`src/rtl/core/wprs_pkg.sv`:
```
// Package for the window plane region splitter.
// Holds the rectangle and region types, plane codes and register indexes.
// No dependencies; the cfg, calc, emit and top modules and the bench import it.
package wprs_pkg;

    localparam int unsigned COORD_W = 12;
    localparam int unsigned SPLIT_W = 16;
    localparam int unsigned MAX_REGIONS = 4;
    localparam int unsigned IDX_W = 2;
    localparam int unsigned ADDR_W = 5;

    // Plane codes carried in plane_id.
    localparam logic [1:0] PLANE_B = 2'd0;
    localparam logic [1:0] PLANE_A = 2'd1;
    localparam logic [1:0] PLANE_W = 2'd2;

    // Register indexes (byte address divided by four).
    localparam logic [2:0] REG_SPLIT_X = 3'd0;
    localparam logic [2:0] REG_WINDOW_RIGHT = 3'd1;
    localparam logic [2:0] REG_SPLIT_Y = 3'd2;
    localparam logic [2:0] REG_WINDOW_BELOW = 3'd3;
    localparam logic [2:0] REG_A_BEHIND = 3'd4;

    typedef struct packed {
        logic [COORD_W-1:0] x;
        logic [COORD_W-1:0] y;
        logic [COORD_W-1:0] w;
        logic [COORD_W-1:0] h;
    } t_rect;

    typedef struct packed {
        logic [1:0] plane_id;
        t_rect      rect;
    } t_entry;

    typedef struct packed {
        logic [1:0] plane_id;
        t_rect      rect;
        logic       last;
    } t_region;

    typedef struct packed {
        logic [SPLIT_W-1:0] split_x;
        logic               window_right;
        logic [SPLIT_W-1:0] split_y;
        logic               window_below;
        logic               a_behind_window;
    } t_cfg;

endpackage

```
`src/rtl/core/wprs_in_if.sv`:
```
// Input channel of the region splitter: one beat carries a screen rectangle.
// Depends on nothing; field widths are fixed at 12 bits.
interface wprs_in_if;
    logic        valid;
    logic        ready;
    logic [11:0] screen_x;
    logic [11:0] screen_y;
    logic [11:0] screen_width;
    logic [11:0] screen_height;

    modport source (output valid, output screen_x, output screen_y,
                    output screen_width, output screen_height, input ready);
    modport sink (input valid, input screen_x, input screen_y,
                  input screen_width, input screen_height, output ready);
endinterface

```
`src/rtl/core/wprs_out_if.sv`:
```
// Output channel of the region splitter: one beat carries one region.
// Depends on nothing; field widths follow the region format.
interface wprs_out_if;
    logic        valid;
    logic        ready;
    logic [1:0]  plane_id;
    logic [11:0] region_x;
    logic [11:0] region_y;
    logic [11:0] region_width;
    logic [11:0] region_height;
    logic        last_region;

    modport source (output valid, output plane_id, output region_x, output region_y,
                    output region_width, output region_height, output last_region,
                    input ready);
    modport sink (input valid, input plane_id, input region_x, input region_y,
                  input region_width, input region_height, input last_region,
                  output ready);
endinterface

```
`src/rtl/core/wprs_cfg.sv`:
```
// APB-style configuration registers of the region splitter.
// Depends on wprs_pkg for the register indexes and the t_cfg type.
module wprs_cfg (
    input  logic                      i_clk,
    input  logic                      i_rst_n,
    input  logic                      psel,
    input  logic                      penable,
    input  logic                      pwrite,
    input  logic [wprs_pkg::ADDR_W-1:0] paddr,
    input  logic [31:0]               pwdata,
    output logic [31:0]               prdata,
    output logic                      pready,
    output wprs_pkg::t_cfg            o_cfg
);
    import wprs_pkg::*;

    t_cfg       r_cfg;
    logic       wr_en;
    logic [2:0] reg_idx;

    assign pready  = 1'b1;
    assign wr_en   = psel && penable && pwrite;
    assign reg_idx = paddr[ADDR_W-1:2];
    assign o_cfg   = r_cfg;

    // Register writes in the access cycle.
    always_ff @(posedge i_clk) begin
        if (!i_rst_n) begin
            r_cfg <= '0;
        end else if (wr_en) begin
            unique case (reg_idx)
                REG_SPLIT_X:      r_cfg.split_x <= pwdata[SPLIT_W-1:0];
                REG_WINDOW_RIGHT: r_cfg.window_right <= pwdata[0];
                REG_SPLIT_Y:      r_cfg.split_y <= pwdata[SPLIT_W-1:0];
                REG_WINDOW_BELOW: r_cfg.window_below <= pwdata[0];
                REG_A_BEHIND:     r_cfg.a_behind_window <= pwdata[0];
                default: ;
            endcase
        end
    end

    // Read-back of the addressed register.
    always_comb begin
        unique case (reg_idx)
            REG_SPLIT_X:      prdata = {16'd0, r_cfg.split_x};
            REG_WINDOW_RIGHT: prdata = {31'd0, r_cfg.window_right};
            REG_SPLIT_Y:      prdata = {16'd0, r_cfg.split_y};
            REG_WINDOW_BELOW: prdata = {31'd0, r_cfg.window_below};
            REG_A_BEHIND:     prdata = {31'd0, r_cfg.a_behind_window};
            default:          prdata = '0;
        endcase
    end

endmodule

```
`src/rtl/core/wprs_calc.sv`:
```
// Combinational split of one screen rectangle into its list of regions.
// Depends on wprs_pkg for the rectangle, entry and configuration types.
module wprs_calc (
    input  wprs_pkg::t_rect               i_full,
    input  wprs_pkg::t_cfg                i_cfg,
    output wprs_pkg::t_entry [3:0]        o_list,
    output logic [wprs_pkg::IDX_W-1:0]    o_last_idx
);
    import wprs_pkg::*;

    logic [COORD_W-1:0] sx;
    logic [COORD_W-1:0] sy;
    t_rect              ra;
    t_rect              inv;
    t_rect              w1;
    t_rect              w2;
    logic               ra_empty;
    logic               ra_same;
    logic               a_en;
    logic [1:0]         win_cnt;
    t_entry             e_b;
    t_entry             e_a;
    t_entry             e_w1;
    t_entry             e_w2;

    // Clamp the split positions to the screen size.
    always_comb begin
        sx = (i_cfg.split_x > {4'd0, i_full.w}) ? i_full.w : i_cfg.split_x[COORD_W-1:0];
        sy = (i_cfg.split_y > {4'd0, i_full.h}) ? i_full.h : i_cfg.split_y[COORD_W-1:0];
    end

    // Plane A region and the complementary window extents.
    always_comb begin
        ra  = i_full;
        inv = '0;
        if (i_cfg.window_right) begin
            ra.w  = sx;
            inv.x = sx;
            inv.w = i_full.w - sx;
        end else begin
            inv.w = sx;
            ra.x  = sx;
            ra.w  = i_full.w - sx;
        end
        if (i_cfg.window_below) begin
            ra.h  = sy;
            inv.y = sy;
            inv.h = i_full.h - sy;
        end else begin
            inv.h = sy;
            ra.y  = sy;
            ra.h  = i_full.h - sy;
        end
    end

    assign ra_empty = (ra.w == '0) || (ra.h == '0);
    assign ra_same  = (ra == i_full);
    assign a_en     = i_cfg.a_behind_window || !ra_empty;

    // Window rectangles: none, full screen, a strip, or an upper and a lower part.
    always_comb begin
        w1 = i_full;
        w2 = i_full;
        priority if (ra_same) begin
            win_cnt = 2'd0;
        end else if (ra_empty) begin
            win_cnt = 2'd1;
        end else if (ra.w == i_full.w) begin
            w1.y    = inv.y;
            w1.h    = inv.h;
            win_cnt = 2'd1;
        end else if (ra.h == i_full.h) begin
            w1.x    = inv.x;
            w1.w    = inv.w;
            win_cnt = 2'd1;
        end else if (ra.y == '0) begin
            // Plane A at the top: narrow upper part, full-width lower part.
            w1.x    = inv.x;
            w1.w    = inv.w;
            w1.h    = ra.h;
            w2.y    = inv.y;
            w2.h    = inv.h;
            win_cnt = 2'd2;
        end else begin
            // Plane A lower down: full-width upper part, narrow lower part.
            w1.h    = inv.h;
            w2.x    = inv.x;
            w2.w    = inv.w;
            w2.y    = ra.y;
            w2.h    = ra.h;
            win_cnt = 2'd2;
        end
    end

    // Pack the list in output order; entries past the last index are unused.
    always_comb begin
        e_b.plane_id  = PLANE_B;
        e_b.rect      = i_full;
        e_a.plane_id  = PLANE_A;
        e_a.rect      = i_cfg.a_behind_window ? i_full : ra;
        e_w1.plane_id = PLANE_W;
        e_w1.rect     = w1;
        e_w2.plane_id = PLANE_W;
        e_w2.rect     = w2;
        o_list[0] = e_b;
        o_list[1] = a_en ? e_a : e_w1;
        o_list[2] = a_en ? e_w1 : e_w2;
        o_list[3] = e_w2;
        o_last_idx = {1'b0, a_en} + win_cnt;
    end

endmodule

```
`src/rtl/core/wprs_emit.sv`:
```
// Region list buffer and output register: sends one region beat per cycle while the receiver is ready.
// Depends on wprs_pkg for the entry and region types.
module wprs_emit (
    input  logic                           i_clk,
    input  logic                           i_rst_n,
    input  logic                           i_load,
    input  wprs_pkg::t_entry [3:0]         i_list,
    input  logic [wprs_pkg::IDX_W-1:0]     i_last_idx,
    output logic                           o_free,
    output logic                           o_valid,
    input  logic                           i_ready,
    output wprs_pkg::t_region              o_region
);
    import wprs_pkg::*;

    t_entry [3:0]     r_list;
    logic [IDX_W-1:0] r_idx;
    logic [IDX_W-1:0] r_last_idx;
    logic             r_busy;
    logic             r_out_valid;
    t_region          r_out;
    logic             out_take;
    logic             at_last;

    assign out_take = !r_out_valid || i_ready;
    assign at_last  = (r_idx == r_last_idx);
    assign o_free   = !r_busy || (out_take && at_last);
    assign o_valid  = r_out_valid;
    assign o_region = r_out;

    // Control: list occupancy, read index and output valid.
    always_ff @(posedge i_clk) begin
        if (!i_rst_n) begin
            r_busy      <= 1'b0;
            r_idx       <= '0;
            r_out_valid <= 1'b0;
        end else begin
            if (out_take) begin
                r_out_valid <= r_busy;
            end
            if (i_load) begin
                r_busy <= 1'b1;
                r_idx  <= '0;
            end else if (out_take && r_busy) begin
                if (at_last) begin
                    r_busy <= 1'b0;
                end else begin
                    r_idx <= r_idx + 1'b1;
                end
            end
        end
    end

    // Payload: the list itself and the region in the output register.
    always_ff @(posedge i_clk) begin
        if (i_load) begin
            r_list     <= i_list;
            r_last_idx <= i_last_idx;
        end
        if (out_take && r_busy) begin
            r_out.plane_id <= r_list[r_idx].plane_id;
            r_out.rect     <= r_list[r_idx].rect;
            r_out.last     <= at_last;
        end
    end

endmodule

```
`src/rtl/core/window_plane_region_split_top.sv`:
```
// Window plane region splitter, top level: input register, split logic,
// region buffer and APB configuration. Depends on wprs_pkg, wprs_in_if,
// wprs_out_if, wprs_cfg, wprs_calc and wprs_emit.
//
// Each screen rectangle beat yields one to four region beats, in the order
// plane B, plane A (when present), then up to two window regions; the final
// one carries last_region. Regions leave one per cycle from the output
// register while the receiver is ready, read through the single region
// read port of the list buffer. A new screen is taken in the cycle the
// previous list sends its last region. A screen passes through the input
// register, list buffer and output register. The user must write registers
// over APB only while no screen is in flight; the block does not enforce it.
module window_plane_region_split_top (
    input  logic                           i_clk,
    input  logic                           i_rst_n,
    input  logic                           psel,
    input  logic                           penable,
    input  logic                           pwrite,
    input  logic [wprs_pkg::ADDR_W-1:0]    paddr,
    input  logic [31:0]                    pwdata,
    output logic [31:0]                    prdata,
    output logic                           pready,
    wprs_in_if.sink                        i_screen,
    wprs_out_if.source                     o_region
);
    import wprs_pkg::*;

    t_cfg             cfg;
    t_rect            r_full;
    logic             r_in_valid;
    logic             emit_free;
    logic             load;
    t_entry [3:0]     list;
    logic [IDX_W-1:0] last_idx;
    t_region          region;

    wprs_cfg u_cfg (
        .i_clk   (i_clk),
        .i_rst_n (i_rst_n),
        .psel    (psel),
        .penable (penable),
        .pwrite  (pwrite),
        .paddr   (paddr),
        .pwdata  (pwdata),
        .prdata  (prdata),
        .pready  (pready),
        .o_cfg   (cfg)
    );

    // Input register: holds one screen until the region buffer takes it.
    assign load           = r_in_valid && emit_free;
    assign i_screen.ready = !r_in_valid || emit_free;

    always_ff @(posedge i_clk) begin
        if (!i_rst_n) begin
            r_in_valid <= 1'b0;
        end else if (i_screen.ready) begin
            r_in_valid <= i_screen.valid;
        end
    end

    always_ff @(posedge i_clk) begin
        if (i_screen.ready && i_screen.valid) begin
            r_full.x <= i_screen.screen_x;
            r_full.y <= i_screen.screen_y;
            r_full.w <= i_screen.screen_width;
            r_full.h <= i_screen.screen_height;
        end
    end

    wprs_calc u_calc (
        .i_full     (r_full),
        .i_cfg      (cfg),
        .o_list     (list),
        .o_last_idx (last_idx)
    );

    wprs_emit u_emit (
        .i_clk      (i_clk),
        .i_rst_n    (i_rst_n),
        .i_load     (load),
        .i_list     (list),
        .i_last_idx (last_idx),
        .o_free     (emit_free),
        .o_valid    (o_region.valid),
        .i_ready    (o_region.ready),
        .o_region   (region)
    );

    // Output beat fields.
    assign o_region.plane_id      = region.plane_id;
    assign o_region.region_x      = region.rect.x;
    assign o_region.region_y      = region.rect.y;
    assign o_region.region_width  = region.rect.w;
    assign o_region.region_height = region.rect.h;
    assign o_region.last_region   = region.last;

endmodule

```
`src/flat_wrapper.sv`:
```
// flat-port wrapper written by rule: the top's interface ports become plain ports
module window_plane_region_split_top_flat import wprs_pkg::*;
  (i_clk, i_rst_n, psel, penable, pwrite, paddr, pwdata, prdata, pready, i_screen_valid, i_screen_screen_x, i_screen_screen_y, i_screen_screen_width, i_screen_screen_height, i_screen_ready, o_region_valid, o_region_plane_id, o_region_region_x, o_region_region_y, o_region_region_width, o_region_region_height, o_region_last_region, o_region_ready);
  wprs_in_if i_screen_i ();
  wprs_out_if o_region_i ();
  input  logic i_clk;
  input  logic i_rst_n;
  input  logic psel;
  input  logic penable;
  input  logic pwrite;
  input  logic [wprs_pkg::ADDR_W-1:0] paddr;
  input  logic [31:0] pwdata;
  output logic [31:0] prdata;
  output logic pready;
  input wire logic [$bits(i_screen_i.valid)-1:0] i_screen_valid;
  input wire logic [$bits(i_screen_i.screen_x)-1:0] i_screen_screen_x;
  input wire logic [$bits(i_screen_i.screen_y)-1:0] i_screen_screen_y;
  input wire logic [$bits(i_screen_i.screen_width)-1:0] i_screen_screen_width;
  input wire logic [$bits(i_screen_i.screen_height)-1:0] i_screen_screen_height;
  output wire logic [$bits(i_screen_i.ready)-1:0] i_screen_ready;
  output wire logic [$bits(o_region_i.valid)-1:0] o_region_valid;
  output wire logic [$bits(o_region_i.plane_id)-1:0] o_region_plane_id;
  output wire logic [$bits(o_region_i.region_x)-1:0] o_region_region_x;
  output wire logic [$bits(o_region_i.region_y)-1:0] o_region_region_y;
  output wire logic [$bits(o_region_i.region_width)-1:0] o_region_region_width;
  output wire logic [$bits(o_region_i.region_height)-1:0] o_region_region_height;
  output wire logic [$bits(o_region_i.last_region)-1:0] o_region_last_region;
  input wire logic [$bits(o_region_i.ready)-1:0] o_region_ready;
  assign i_screen_i.valid = i_screen_valid;
  assign i_screen_i.screen_x = i_screen_screen_x;
  assign i_screen_i.screen_y = i_screen_screen_y;
  assign i_screen_i.screen_width = i_screen_screen_width;
  assign i_screen_i.screen_height = i_screen_screen_height;
  assign i_screen_ready = i_screen_i.ready;
  assign o_region_valid = o_region_i.valid;
  assign o_region_plane_id = o_region_i.plane_id;
  assign o_region_region_x = o_region_i.region_x;
  assign o_region_region_y = o_region_i.region_y;
  assign o_region_region_width = o_region_i.region_width;
  assign o_region_region_height = o_region_i.region_height;
  assign o_region_last_region = o_region_i.last_region;
  assign o_region_i.ready = o_region_ready;
  window_plane_region_split_top u_core (.i_clk(i_clk), .i_rst_n(i_rst_n), .psel(psel), .penable(penable), .pwrite(pwrite), .paddr(paddr), .pwdata(pwdata), .prdata(prdata), .pready(pready), .i_screen(i_screen_i), .o_region(o_region_i));
endmodule
```
`config.mk`:
```
export PLATFORM = sky130hd
export DESIGN_NAME = window_plane_region_split_top_flat
export DESIGN_NICKNAME = d
export VERILOG_FILES = /design/src/rtl/core/wprs_pkg.sv /design/src/rtl/core/wprs_in_if.sv /design/src/rtl/core/wprs_out_if.sv /design/src/rtl/core/wprs_cfg.sv /design/src/rtl/core/wprs_calc.sv /design/src/rtl/core/wprs_emit.sv /design/src/rtl/core/window_plane_region_split_top.sv /design/src/flat_wrapper.sv
export SDC_FILE = /design/constraint.sdc
export NUM_CORES = 1
export LEC_CHECK = 0
export BUFFER_PORTS_ARGS = -buffer_cell sky130_fd_sc_hd__buf_2
export CORE_MARGIN = 5
export CORE_UTILIZATION = 55
export DETAILED_ROUTE_END_ITERATION = 7
export PLACE_DENSITY = 0.84
export SLEW_MARGIN = 20
export SYNTH_ARGS = -nofsm -noshare
export SYNTH_HDL_FRONTEND = slang
export SYNTH_SLANG_ARGS = --single-unit
```
`constraint.sdc`:
```
create_clock -name i_clk -period 21 [get_ports i_clk]
set_input_delay 6.3 -clock i_clk [delete_from_list [all_inputs] [get_ports i_clk]]
set_output_delay 6.3 -clock i_clk [all_outputs]
set_load 0.01 [all_outputs]
```
Word-level counts from Yosys, hierarchy flattened
Cells that the tools add are included.
- input port bits: 92
- output and inout bits: 86
- register bits after elaboration: 337
- logic and storage cells: 127
- equal/unequal tests: 8
- bitwise logic cells: 2
- multiplexer cells: 43
- $lt $le $gt $ge: 3
- reductions and logical operators: 29
- add/sub/neg operators: 4
- operators with widths (operator ; number):
    48-bit two-way mux ; 8
    12-bit two-way mux ; 24
    50-bit binary-select mux with 2-bit select ; 1
    50-bit two-way mux ; 2
    16-bit one-hot mux with 5 select lines ; 1
    48-bit equality test ; 1
    12-bit logical NOT ; 3
    16-bit by 12-bit greater-than comparator with 1-bit output ; 2
    12-bit equality test ; 2
    12-bit subtractor ; 2
    2-bit AND reduction ; 7
    2-bit two-way mux ; 4
    3-bit by 2-bit equality test with 1-bit output, second input constant ; 2
    1-bit logical AND ; 6
    1-bit logical OR ; 5
    1-bit logical NOT ; 4
    2-bit nonzero test ; 2
    3-bit by 1-bit equality test with 1-bit output, second input constant ; 1
    3-bit equality test, second input constant ; 1
    3-bit logical NOT ; 1
    2-bit by 3-bit less-than comparator with 1-bit output, second input constant ; 1
    1-bit two-way mux ; 3
    1-bit by 2-bit adder with 2-bit output ; 1
    2-bit by 1-bit adder with 2-bit output, second input constant ; 1
    3 further kinds ; 4

Depth between registers and ports, before layout
Gate-level depths: netlist of run 1.
- depth after elaboration: 10
- depth in mapped cells: 35
- gate-level depth less buffers: 26

Hierarchy
A second synthesis of run 1 with hierarchy kept.
- cells, all modules: 2040
- area, all modules: 21523.1 sq um
- modules (own cells, without submodules) (module ; times used ; cells each ; sequential area each (sq um) ; area an instance (sq um)):
    wprs_calc ; 1 ; 1446 ; 0.0 ; 9183.8
    wprs_emit ; 1 ; 341 ; 7677.4 ; 9027.4
    wprs_cfg ; 1 ; 199 ; 700.7 ; 1805.5
    window_plane_region_split_top ; 1 ; 54 ; 1461.4 ; 1506.4

Worst setup path before layout of run 1
No wires, ideal clock.
- kind: input-to-reg
- from: input port o_region_ready
- to: register u_core.u_emit.r_idx[0]
- stages on the path: 5
- arrival time: 15932 ps
- required time: 20874 ps
- path slack: 4941 ps
- setup time: 126 ps
- cells stage by stage: nor2b_1 -> o21a_1 -> nor2b_1 -> nand2b_1 -> nor2_1
- cells in the longest elaborated chain, start to end: 5
- ends and longest elaborated chain (element ; RTL line ; text):
    start, declared ; flat_wrapper.sv:28 ; input wire logic [$bits(o_region_i.ready)-1:0] o_region_ready;
    1-bit logical OR ; wprs_emit.sv:25 ; assign out_take = !r_out_valid || i_ready;
    1-bit logical AND ; wprs_emit.sv:27 ; assign o_free = !r_busy || (out_take && at_last);
    1-bit logical OR ; wprs_emit.sv:27 ;
    1-bit logical AND ; window_plane_region_split_top.sv:51 ; assign load = r_in_valid && emit_free;
    named net u_core.load ; window_plane_region_split_top.sv:32 ; logic load;
    2-bit OR reduction (no source line) ; n/a ;
    end signal, assigned ; wprs_emit.sv:48 ; r_idx <= r_idx + 1'b1;
    end, declared ; wprs_emit.sv:17 ; logic [IDX_W-1:0] r_idx;
The timed path passes the listed nets, and every way through them passes these cells.
A chain may end at the register's enable or synchronous reset.

Final worst setup path of run 1
- from: input port paddr[3] in the netlist's numbering
- to: output port prdata[0]
- cells in the longest elaborated chain, start to end: 2
- ends and longest elaborated chain (element ; RTL line ; text):
    start, declared ; flat_wrapper.sv:11 ; input logic [wprs_pkg::ADDR_W-1:0] paddr;
    3-bit equality test, or another cell as far along ; wprs_cfg.sv:44 ; unique case (reg_idx)
    16-bit one-hot mux with 5 select lines * ; wprs_cfg.sv:44 ;
    end, declared ; flat_wrapper.sv:13 ; output logic [31:0] prdata;
Mark *: on every way between the ends. The rest lies on a longest branch, timed or not.

==> results of run 1 <==
## worst min-delay path, stage by stage, from the launching register on
cell	delay, ns
dfxtp_1	0.32
nand2_1	0.05
a21boi_0	0.06
## cell families after synthesis
group                      count (synthesis)
buffers and inverters                    220
AOI/OAI and AO/OA                        504
muxes                                    143
xor gates and xnor gates                  67
DFF                                      335
and+or+nand+nor                          553
adders and majority gates                 36
other                                      2
## stage by stage
step,power [W],worst slack (ns),hold WS [ns],util (%),std cells
floorplan,0.000963,4.94,0.421,-,1875
CTS,0.00165,7.37,0.494,61.9,2434
detailed placement,0.00102,7.38,0.486,58.6,2367
global route,0.00170,7.28,0.513,61.9,2434
finish,0.00164,7.35,0.491,61.9,2434
global placement,0.00101,7.40,0.475,58.6,2367
## synthesized netlist by cell type (9+ instances only)
cell	count
a211oi_1	20
a21boi_0	34
a21o_1	17
a21oi_1	87
a22o_1	23
a31oi_1	26
and2_1	9
buf_1	12
buf_2	28
buf_4	26
clkbuf_1	81
dfxtp_1	40
edfxtp_1	295
ha_1	35
inv_1	60
mux2_2	45
mux2i_1	45
mux4_2	48
nand2_1	221
nand2b_1	27
nand3_1	35
nand4_1	25
nor2_1	118
nor2b_1	29
nor3_1	32
nor4_1	12
o211ai_1	22
o21ai_0	102
o21ai_1	12
o22ai_1	18
o2bb2ai_1	14
o31ai_1	16
xnor2_1	44
xor2_1	23
## per-layer routing
metal	share of wire (%)	track usage, %	vias to the layer above
met2	43	41.5	1104
met3	13	7.67	236
met1	41	41.0	7736
met5	0.043	0	-
li1	-	-	7190
met4	3.9	10.1	4
## final cells by class
cell class,count,area (sq um)
clock buffer,46,990
clock inverter,21,173
fill,2850,13600
inverter,65,244
multi-input combinational,1320,9360
sequential,335,9670
tap,461,577
timing repair buffer,186,1040
## registers in the layout (all words and copies together), names as in the netlist
| signal | cells |
|---|---|
| u_core.u_emit.r_list | 194 |
| u_core.u_emit.o_region | 51 |
| u_core.r_full | 48 |
| u_core.u_cfg.o_cfg | 35 |
| u_core.u_emit.r_idx | 2 |
| u_core.u_emit.r_last_idx | 2 |
| u_core.r_in_valid | 1 |
| u_core.u_emit.o_valid | 1 |
| u_core.u_emit.r_busy | 1 |
## worst paths after layout
path / endpoint / slack (ns) / depth (start not counted)
worst max-delay path: prdata[0] / 7.35 / 5
worst min-delay path: u_core.u_cfg.o_cfg[33]$_SDFFE_PN0P_ / 0.49 / 2
worst max register to register: u_core.u_emit.r_list[63]$_DFFE_PP_ / 11.62 / 25
worst min register to register: u_core.u_cfg.o_cfg[33]$_SDFFE_PN0P_ / 0.49 / 2
## power by group through the flow
stage               Clock (W)  Sequential (W)  Combinational [W]
floorplan                   0        0.000805           0.000158
global placement            0        0.000807           0.000206
detailed placement          0        0.000810           0.000212
CTS                  0.000638        0.000796           0.000214
global route         0.000666        0.000800           0.000235
finish               0.000627        0.000797           0.000218
==> flow_summary.yaml, run 1 <==
clock_network:
  clk_latency_ns: 0.55
  postCtsSetupBuffers: 0
  ctsResizeCount: 0
  h-tree-depth: 2
  cts-root-buf: "clkbuf_16"
  cts.sinks: 335
  clk_transition_reported_paths_ns: 0.06
  cts_made_buffers: 37
  cts_buffer_depth: 3
  hold_buffers: 0
  cts_tree: "done"
power_and_ir_drop:
  p_switching_w: 0.000424
  p_per_area_mw_per_mm2: 74.4
  power.share.switching_pct: 25.8
  ir_drop_uv: 58.6
  p_int_w: 0.00122
  power_frac_clock_pct: 38.2
  p_seq_share_pct: 48.5
  comb_power_share_pct: 13.3
  p_leak_nw: 8.03
timing:
  fin_tns_setup_ns: 0
  fin_crit_sh_pct: 65.0
  final-setup-viol-count: 0
  grt_setup_unrepaired: "false"
  period_needed_ns: 13.65
  worstMarginPinSlew_ns: 1.08
  finalClockSkew_ns: 0.0204
  drv_slew: 0
  max_slew_margin_pct: 27.6
  max_clock_freq_ghz: 0.0733
  hold_viol_final: 0
logic_synthesis:
  synth-simple-area-share_pct: 13.2
  synth_area_sq_mm: 0.0199
  synthMuxAreaShare_pct: 10.5
  synth_top_area_share_pct: 44.4
  yosysTopAreaCell: "edfxtp_1"
  ys_ff_latch: 335
  synth_flop_cell: "edfxtp_1"
  async_reset_ff_share_pct: 0
  yosysWarnings: 0
  synth_cells: 1860
  synth_xor_area_share_pct: 2.94
  synth_edf_count: 295
  ys_seq_area_share_pct: 48.4
  synth_compound_area_share_pct: 17.5
  synth_top_family_by_area: "compound AO/OA/AOI/OAI gates"
  synth.avg_cell_area_sq_um: 10.7
  synth_area_leaders: "edfxtp_1, mux4_2, nand2_1, dfxtp_1, o21ai_0"
  synthAdderAreaFrac_pct: 2.25
  yosysUniqueCellTypes: 97
global_route:
  grt_pass1_wl_mm: 90.9
  overflow: 0
  antenna_found_initial: 2
  grt_max_degree: 90
  grt_pass1_vias: 15659
  grtUsageTotal_pct: 28.4
setup_path:
  cp_common_cell: "buf_2"
  rr_startpoint: "u_core.r_full[6]$_DFFE_PP_"
  path_delay_family: "buffers and inverters"
  crit_path_start: "paddr[3]"
  cp_cell_sequence: "buf_2, nor3b_1, buf_4, a221o_1, buf_2"
  start_kind: "input port"
  crit_arrival_ns: 7.35
  worstSetupEndpointType: "primary output"
  crit_buf_inv: 3
  crit_fanout: 15
  critical_path_class: "input port to primary output"
  slowest_stage: "nor3b_1"
  slowest_delay_ns: 0.29
  critical_path_required_ns: 14.70
min_path:
  hp-class: "flip-flop to flip-flop"
  min_from: "u_core.u_cfg.o_cfg[33]$_SDFFE_PN0P_"
die:
  initial_core_util_pct: 55.9
  die-area_sq_mm: 0.0402
  io_pins: 178
  core-area_sq_mm: 0.0357
  die_x_microns: 200
  placementRows: 69
  fp.dieH_microns: 200
route:
  routed_via_density: 6.68
  vias: 16270
  drt_pass1_iterations: 8
  drc_errors: 1
  drtIter0Drc: 2335
  detail-route-antenna-nets: 0
  drt-total-wl_mm: 58.5
  post_drt_wl_per_cell_microns: 24.0
finish:
  final_common_cell: "edfxtp_1"
  syn2layout_area_growth_pct: 10.6
  final_cell_mix: "edfxtp_1, nand2_1, buf_2"
  n_antenna_cell: 0
  nNetsFinal: 2072
  layout-drive-gt1-share_pct: 19.4
  design_area_sq_mm: 0.0221
placement:
  io_buffers: 142
  place_area_sq_mm: 0.0209
  hpwl_mm: 41.1
  gp_congestion: 1.01
outcome:
  violations: "design-rule violations"
  outcome: "finished with violations"
run:
  maxCapViolations: 0
(Power assumes the default switching activity.)
==> run 2, diff against run 1 <==
--- a/config.mk
+++ b/config.mk
@@ -9,7 +9,7 @@
 export CORE_MARGIN = 5
 export CORE_UTILIZATION = 55
 export DETAILED_ROUTE_END_ITERATION = 7
-export PLACE_DENSITY = 0.84
+export PLACE_DENSITY = 0.86
 export SLEW_MARGIN = 20
 export SYNTH_ARGS = -nofsm -noshare
 export SYNTH_HDL_FRONTEND = slang
==> constraint.sdc (replaced) <==
create_clock -name i_clk -period 11.9 [get_ports i_clk]
set_input_delay 3.57 -clock i_clk [delete_from_list [all_inputs] [get_ports i_clk]]
set_output_delay 3.57 -clock i_clk [all_outputs]
set_load 0.01 [all_outputs]
==> run 2 against run 1 <==
Cell area shrank 0.31%; largest power group unchanged; sequential power grew 77%; the run now ends clean; power grew 76%; global-route usage shrank 0.25 points; combinational power grew 76%; critical path type is now flip-flop to flip-flop; clock-buffer cell count shrank 2; critical path depth grew 17; highest routed layer is now met4; register-to-register slack lost 8.9 ns; sequential share of layout area grew 0.13 points; worst hold slack is essentially flat; clock power grew 75%.
==> flow_summary.yaml, run 2 (synthesis results as in run 1) <==
placement:
  gp_congestion: 1.01
  place_area_sq_mm: 0.0208
  io_buffers: 142
  hpwl_mm: 40.4
setup_path:
  crit_fanout: 31
  worstReg2RegEnd: "u_core.u_emit.r_list[63]$_DFFE_PP_"
  worst-r2r-setup-slack_ns: 2.77
  slowest_stage: "mux2i_1"
  critical_path_required_ns: 12.20
  start_kind: "flip-flop"
  reg2reg_depth: 22
  slowest_delay_ns: 0.84
  cp_common_cell: "ha_1"
  worstSetupEndpointType: "flip-flop"
  crit_path_start: "u_core.r_full[15]$_DFFE_PP_"
  crit_arrival_ns: 9.43
  endpoint: "u_core.u_emit.r_list[63]$_DFFE_PP_"
  critical_path_class: "flip-flop to flip-flop"
  rr_startpoint: "u_core.r_full[15]$_DFFE_PP_"
  cp_cell_sequence: "clkinv_1, ha_1, a21oi_1, a211o_1, a31oi_4, mux2i_1, ha_1, inv_1, ha_1, o311ai_0, a21oi_1, a41oi_1, a211oi_1, a211oi_2, nand4b_1, nor3_1, nand4_2, and2_1, nand2b_2, buf_4, o21ai_0, a221o_1"
timing:
  worstMarginPinSlew_ns: 1.09
  grt_setup_unrepaired: "false"
  hold_viol_final: 0
  period_needed_ns: 9.13
  fin_crit_sh_pct: 76.7
  max_slew_margin_pct: 27.3
  fin_tns_setup_ns: 0
  finalClockSkew_ns: 0.0185
  drv_slew: 0
  final-setup-viol-count: 0
  max_clock_freq_ghz: 0.110
die:
  fp.dieH_microns: 200
  die-area_sq_mm: 0.0402
  die_x_microns: 200
  initial_core_util_pct: 55.9
  core-area_sq_mm: 0.0357
  placementRows: 69
  io_pins: 178
global_route:
  grt_max_degree: 89
  grt_pass1_wl_mm: 89.3
  grtUsageTotal_pct: 28.1
  antenna_found_initial: 0
  overflow: 0
  grt_pass1_vias: 15117
route:
  drt-total-wl_mm: 58.5
  post_drt_wl_per_cell_microns: 24.1
  drtIter0Drc: 2230
  drc_errors: 0
  vias: 16003
  routed_via_density: 6.60
  detail-route-antenna-nets: 0
  drt_pass1_iterations: 7
finish:
  final_cell_mix: "edfxtp_1, nand2_1, buf_2"
  largest_register_ffs: 194
  layout-drive-gt1-share_pct: 19.2
  final_common_cell: "edfxtp_1"
  design_area_sq_mm: 0.0220
  nNetsFinal: 2061
  regArea_sq_mm: 0.00967
  multiInputGateArea_sq_mm: 0.00937
  regMostFlops: "u_core.u_emit.r_list"
  fill_cells: 2820
  syn2layout_area_growth_pct: 10.3
  fin_util_pct: 61.7
power_and_ir_drop:
  p_per_area_mw_per_mm2: 132
  p_seq_share_pct: 48.6
  power_frac_clock_pct: 38.1
  p_switching_w: 0.000761
  ir_drop_uv: 95.2
  power.share.switching_pct: 26.3
  p_int_w: 0.00213
  p_leak_nw: 7.98
  comb_power_share_pct: 13.3
clock_network:
  cts_made_buffers: 37
  h-tree-depth: 2
  cts_tree: "done"
  cts-root-buf: "clkbuf_16"
  clk_latency_ns: 0.56
  cts_buffer_depth: 3
  ctsResizeCount: 0
  postCtsSetupBuffers: 0
  hold_buffers: 0
  cts.sinks: 335
  clk_transition_reported_paths_ns: 0.06
run:
  maxCapViolations: 0
outcome:
  outcome: "completed"
min_path:
  hp-class: "flip-flop to flip-flop"
## run 2: changes by cell type in the layout (fill, tap and decap cells not counted), moves of 2 or more
cell and delta:
clkinv_4 +3, clkinv_1 -2, buf_4 -11, inv_8 +2
clkbuf_1 -2
## run 2: power by group through the flow
stage / Clock, W / Sequential [W] / Combinational (W)
CTS: 0.00111 / 0.00141 / 0.000377
finish: 0.00110 / 0.00141 / 0.000384
detailed placement: 0 / 0.00143 / 0.000373
global route: 0.00117 / 0.00141 / 0.000413
floorplan: 0 / 0.00141 / 0.000279
global placement: 0 / 0.00142 / 0.000363
## run 2: metrics by stage
step	power (W)	hold slack (ns)	std cells	setup slack (ns)
after floorplan	0.00169	0.421	1875	2.47
after global placement	0.00179	0.470	2356	3.18
after detailed placement	0.00180	0.483	2356	3.17
after CTS	0.00290	0.491	2423	3.11
after global routing	0.00299	0.524	2423	2.50
final	0.00289	0.491	2424	2.77
## run 2: layout make-up
class                      count  share of cell area, %
sequential                   335                   44.0
multi-input combinational   1320                   42.6
clock buffer                  44                   4.47
timing repair buffer         175                   4.36
tap                          461                   2.62
inverter                      65                   1.11
clock inverter                23                  0.831
antenna                        1                 0.0114
## run 2: worst min-delay path by stage
stage | start | end | slack, ns | cells after the start
2_1_floorplan | u_core.r_full[13]$_DFFE_PP_ | u_core.u_emit.r_list[13]$_DFFE_PP_ | 0.42 | 0
3_3_place_gp | u_core.u_cfg.o_cfg[31]$_SDFFE_PN0P_ | u_core.u_cfg.o_cfg[31]$_SDFFE_PN0P_ | 0.47 | 2
3_5_place_dp | u_core.u_cfg.o_cfg[31]$_SDFFE_PN0P_ | u_core.u_cfg.o_cfg[31]$_SDFFE_PN0P_ | 0.48 | 2
4_1_cts | u_core.u_cfg.o_cfg[31]$_SDFFE_PN0P_ | u_core.u_cfg.o_cfg[31]$_SDFFE_PN0P_ | 0.49 | 2
5_1_grt | u_core.u_cfg.o_cfg[31]$_SDFFE_PN0P_ | u_core.u_cfg.o_cfg[31]$_SDFFE_PN0P_ | 0.52 | 2
6_report | u_core.u_cfg.o_cfg[31]$_SDFFE_PN0P_ | u_core.u_cfg.o_cfg[31]$_SDFFE_PN0P_ | 0.49 | 2
## run 2: critical path, delay by kind of cell, from the launching register on
family	cells	cell delay [ns]
buffers and inverters	3	1.07
muxes	1	0.84
AOI/OAI and AO/OA	10	3.24
and+or+nand+nor	5	1.63
DFF	1	0.71
adders and majority gates	3	1.36
## run 2: routing by layer
layer	vias to the layer above	GRT usage, %	wire length (microns)
met5	-	0	0
met4	0	9.44	1880
met3	160	7.40	7060
met2	1045	41.6	25300
met1	7635	40.7	24200
li1	7163	-	-
==> run 3, diff against run 2 <==
==> constraint.sdc (replaced) <==
create_clock -name i_clk -period 7.9 [get_ports i_clk]
set_input_delay 2.37 -clock i_clk [delete_from_list [all_inputs] [get_ports i_clk]]
set_output_delay 2.37 -clock i_clk [all_outputs]
set_load 0.01 [all_outputs]
==> run 3 against run 2 <==
Final cell count grew 2.5%; register-to-register slack lost 2.1 ns; largest cell class unchanged; power grew 56%; worst setup slack lost 2.1 ns; sequential share of layout area shrank 1.2 points; clock-buffer cell count grew 3; clock skew grew 0.0092 ns; flip-flop and latch count is the same; routed wire length grew 5.1%; non-clock buffer count grew 59.
==> flow_summary.yaml, run 3 (synthesis results as in run 1) <==
clock_network:
  cts_made_buffers: 38
  cts_tree: "done"
  h-tree-depth: 2
  postCtsSetupBuffers: 0
  cts-root-buf: "clkbuf_16"
  hold_buffers: 0
  cts.sinks: 335
  clk_transition_reported_paths_ns: 0.06
  clk_latency_ns: 0.56
  cts_buffer_depth: 3
  ctsResizeCount: 0
route:
  routed_via_density: 6.60
  vias: 16397
  post_drt_wl_per_cell_microns: 24.7
  drtIter0Drc: 2290
  drt-total-wl_mm: 61.5
  detail-route-antenna-nets: 0
  drc_errors: 0
  drt_pass1_iterations: 6
die:
  die-area_sq_mm: 0.0402
  initial_core_util_pct: 55.9
  core-area_sq_mm: 0.0357
  die_x_microns: 200
  placementRows: 69
  io_pins: 178
  fp.dieH_microns: 200
global_route:
  overflow: 0
  grtUsageTotal_pct: 29.7
  grt_pass1_wl_mm: 94.5
  antenna_found_initial: 1
  grt_max_degree: 198
  grt_pass1_vias: 15997
setup_path:
  slowest_delay_ns: 0.75
  crit_fanout: 18
  crit_buf_inv: 4
  cp_cell_sequence: "inv_1, ha_1, a21oi_1, o21ai_0, nor4_4, a21oi_4, a21oi_1, inv_1, ha_1, inv_1, ha_1, inv_1, nand2_1, a211oi_1, nand4b_1, mux2_1, and3_1, o31ai_2, xnor2_1, and4_1, nor2_2, nand2_2, o2bb2ai_1"
  start_kind: "flip-flop"
  worstSetupEndpointType: "flip-flop"
  crit_arrival_ns: 7.53
  critical_path_required_ns: 8.16
  path_delay_family: "simple AND/OR/NAND/NOR gates"
  slowest_stage: "nor2_2"
  critical_path_class: "flip-flop to flip-flop"
  cp_common_cell: "inv_1"
power_and_ir_drop:
  ir_drop_uv: 128
  p_per_area_mw_per_mm2: 200
  p_leak_nw: 8.33
placement:
  gp_congestion: 0.967
  hpwl_mm: 42.8
  dp_cells: 2415
  io_buffers: 142
finish:
  syn2layout_area_growth_pct: 13.2
  layout-drive-gt1-share_pct: 21.5
  n_antenna_cell: 0
  largest_register_ffs: 194
  fin_cells: 2484
  fill_cells: 2717
  final_cell_mix: "edfxtp_1, nand2_1, buf_2"
  fin_util_pct: 63.3
  final_common_cell: "edfxtp_1"
  regMostFlops: "u_core.u_emit.r_list"
  nNetsFinal: 2121
timing:
  max_clock_freq_ghz: 0.138
  drv_slew: 0
  worstMarginPinSlew_ns: 1.08
  period_needed_ns: 7.27
  fin_crit_sh_pct: 92.0
  fin_tns_setup_ns: 0
  finalClockSkew_ns: 0.0278
  grt_setup_unrepaired: "false"
  max_slew_margin_pct: 27.6
  final-setup-viol-count: 0
  hold_viol_final: 0
min_path:
  hp-class: "flip-flop to flip-flop"
outcome:
  outcome: "completed"
run:
  maxCapViolations: 0
==> run 3: layer usage <==
layer	vias to the layer above	wire length (microns)	GRT usage, %
li1	7290	-	-
met5	-	13	0
met3	141	7290	7.71
met1	7900	24700	42.3
met4	2	1780	10.2
met2	1064	27600	44.7
==> run 3: worst paths after layout <==
check / slack (ns) / cells past startpoint / startpoint / to
max reg2reg: 0.63 / 23 / u_core.r_full[11]$_DFFE_PP_ / u_core.u_emit.r_list[184]$_DFFE_PP_
min: 0.49 / 2 / u_core.u_cfg.o_cfg[33]$_SDFFE_PN0P_ / u_core.u_cfg.o_cfg[33]$_SDFFE_PN0P_
min reg2reg: 0.49 / 2 / u_core.u_cfg.o_cfg[33]$_SDFFE_PN0P_ / u_core.u_cfg.o_cfg[33]$_SDFFE_PN0P_
max: 0.63 / 23 / u_core.r_full[11]$_DFFE_PP_ / u_core.u_emit.r_list[184]$_DFFE_PP_
==> run 3: per-stage QoR <==
stage | setup WS (ns) | total power [W] | instance area, sq um | hold WS, ns
after floorplan | 1.36 | 0.00255 | 20000 | 0.421
after global placement | 1.01 | 0.00272 | 21300 | 0.471
after detailed placement | 0.851 | 0.00274 | 21300 | 0.487
after CTS | 0.845 | 0.00451 | 22600 | 0.495
after global routing | 0.300 | 0.00466 | 22600 | 0.518
final | 0.633 | 0.00451 | 22600 | 0.494
==> run 3: worst register-to-register path: cells and delay by family (launching register included) <==
family	cells	cell delay, ns
AND/OR/NAND/NOR	7	2.43
AO/OA/AOI/OAI	7	1.62
adder cells (fa/ha/maj)	3	1.08
buffers and inverters	4	0.70
flip-flops	1	0.62
multiplexers	1	0.38
XOR/XNOR	1	0.18
==> run 3: area by class of cell <==
cell class              instances  area [sq um]  share of cell area [%]
repair buffers                234          1490                    6.59
clock inverters                22           226                    1.00
well taps                     461           577                    2.55
multi-input cells            1320          9360                    41.5
flip-flops and latches        335          9670                    42.8
clock buffers                  47          1020                    4.50
inverters                      65           244                    1.08
==> run 3: power by group <==
part | leakage [nW] | internal, W | switching [W]
clock network | 0.617 | 0.00105 | 0.000732
registers | 3.10 | 0.00205 | 0.0000601
logic | 4.62 | 0.000246 | 0.000370
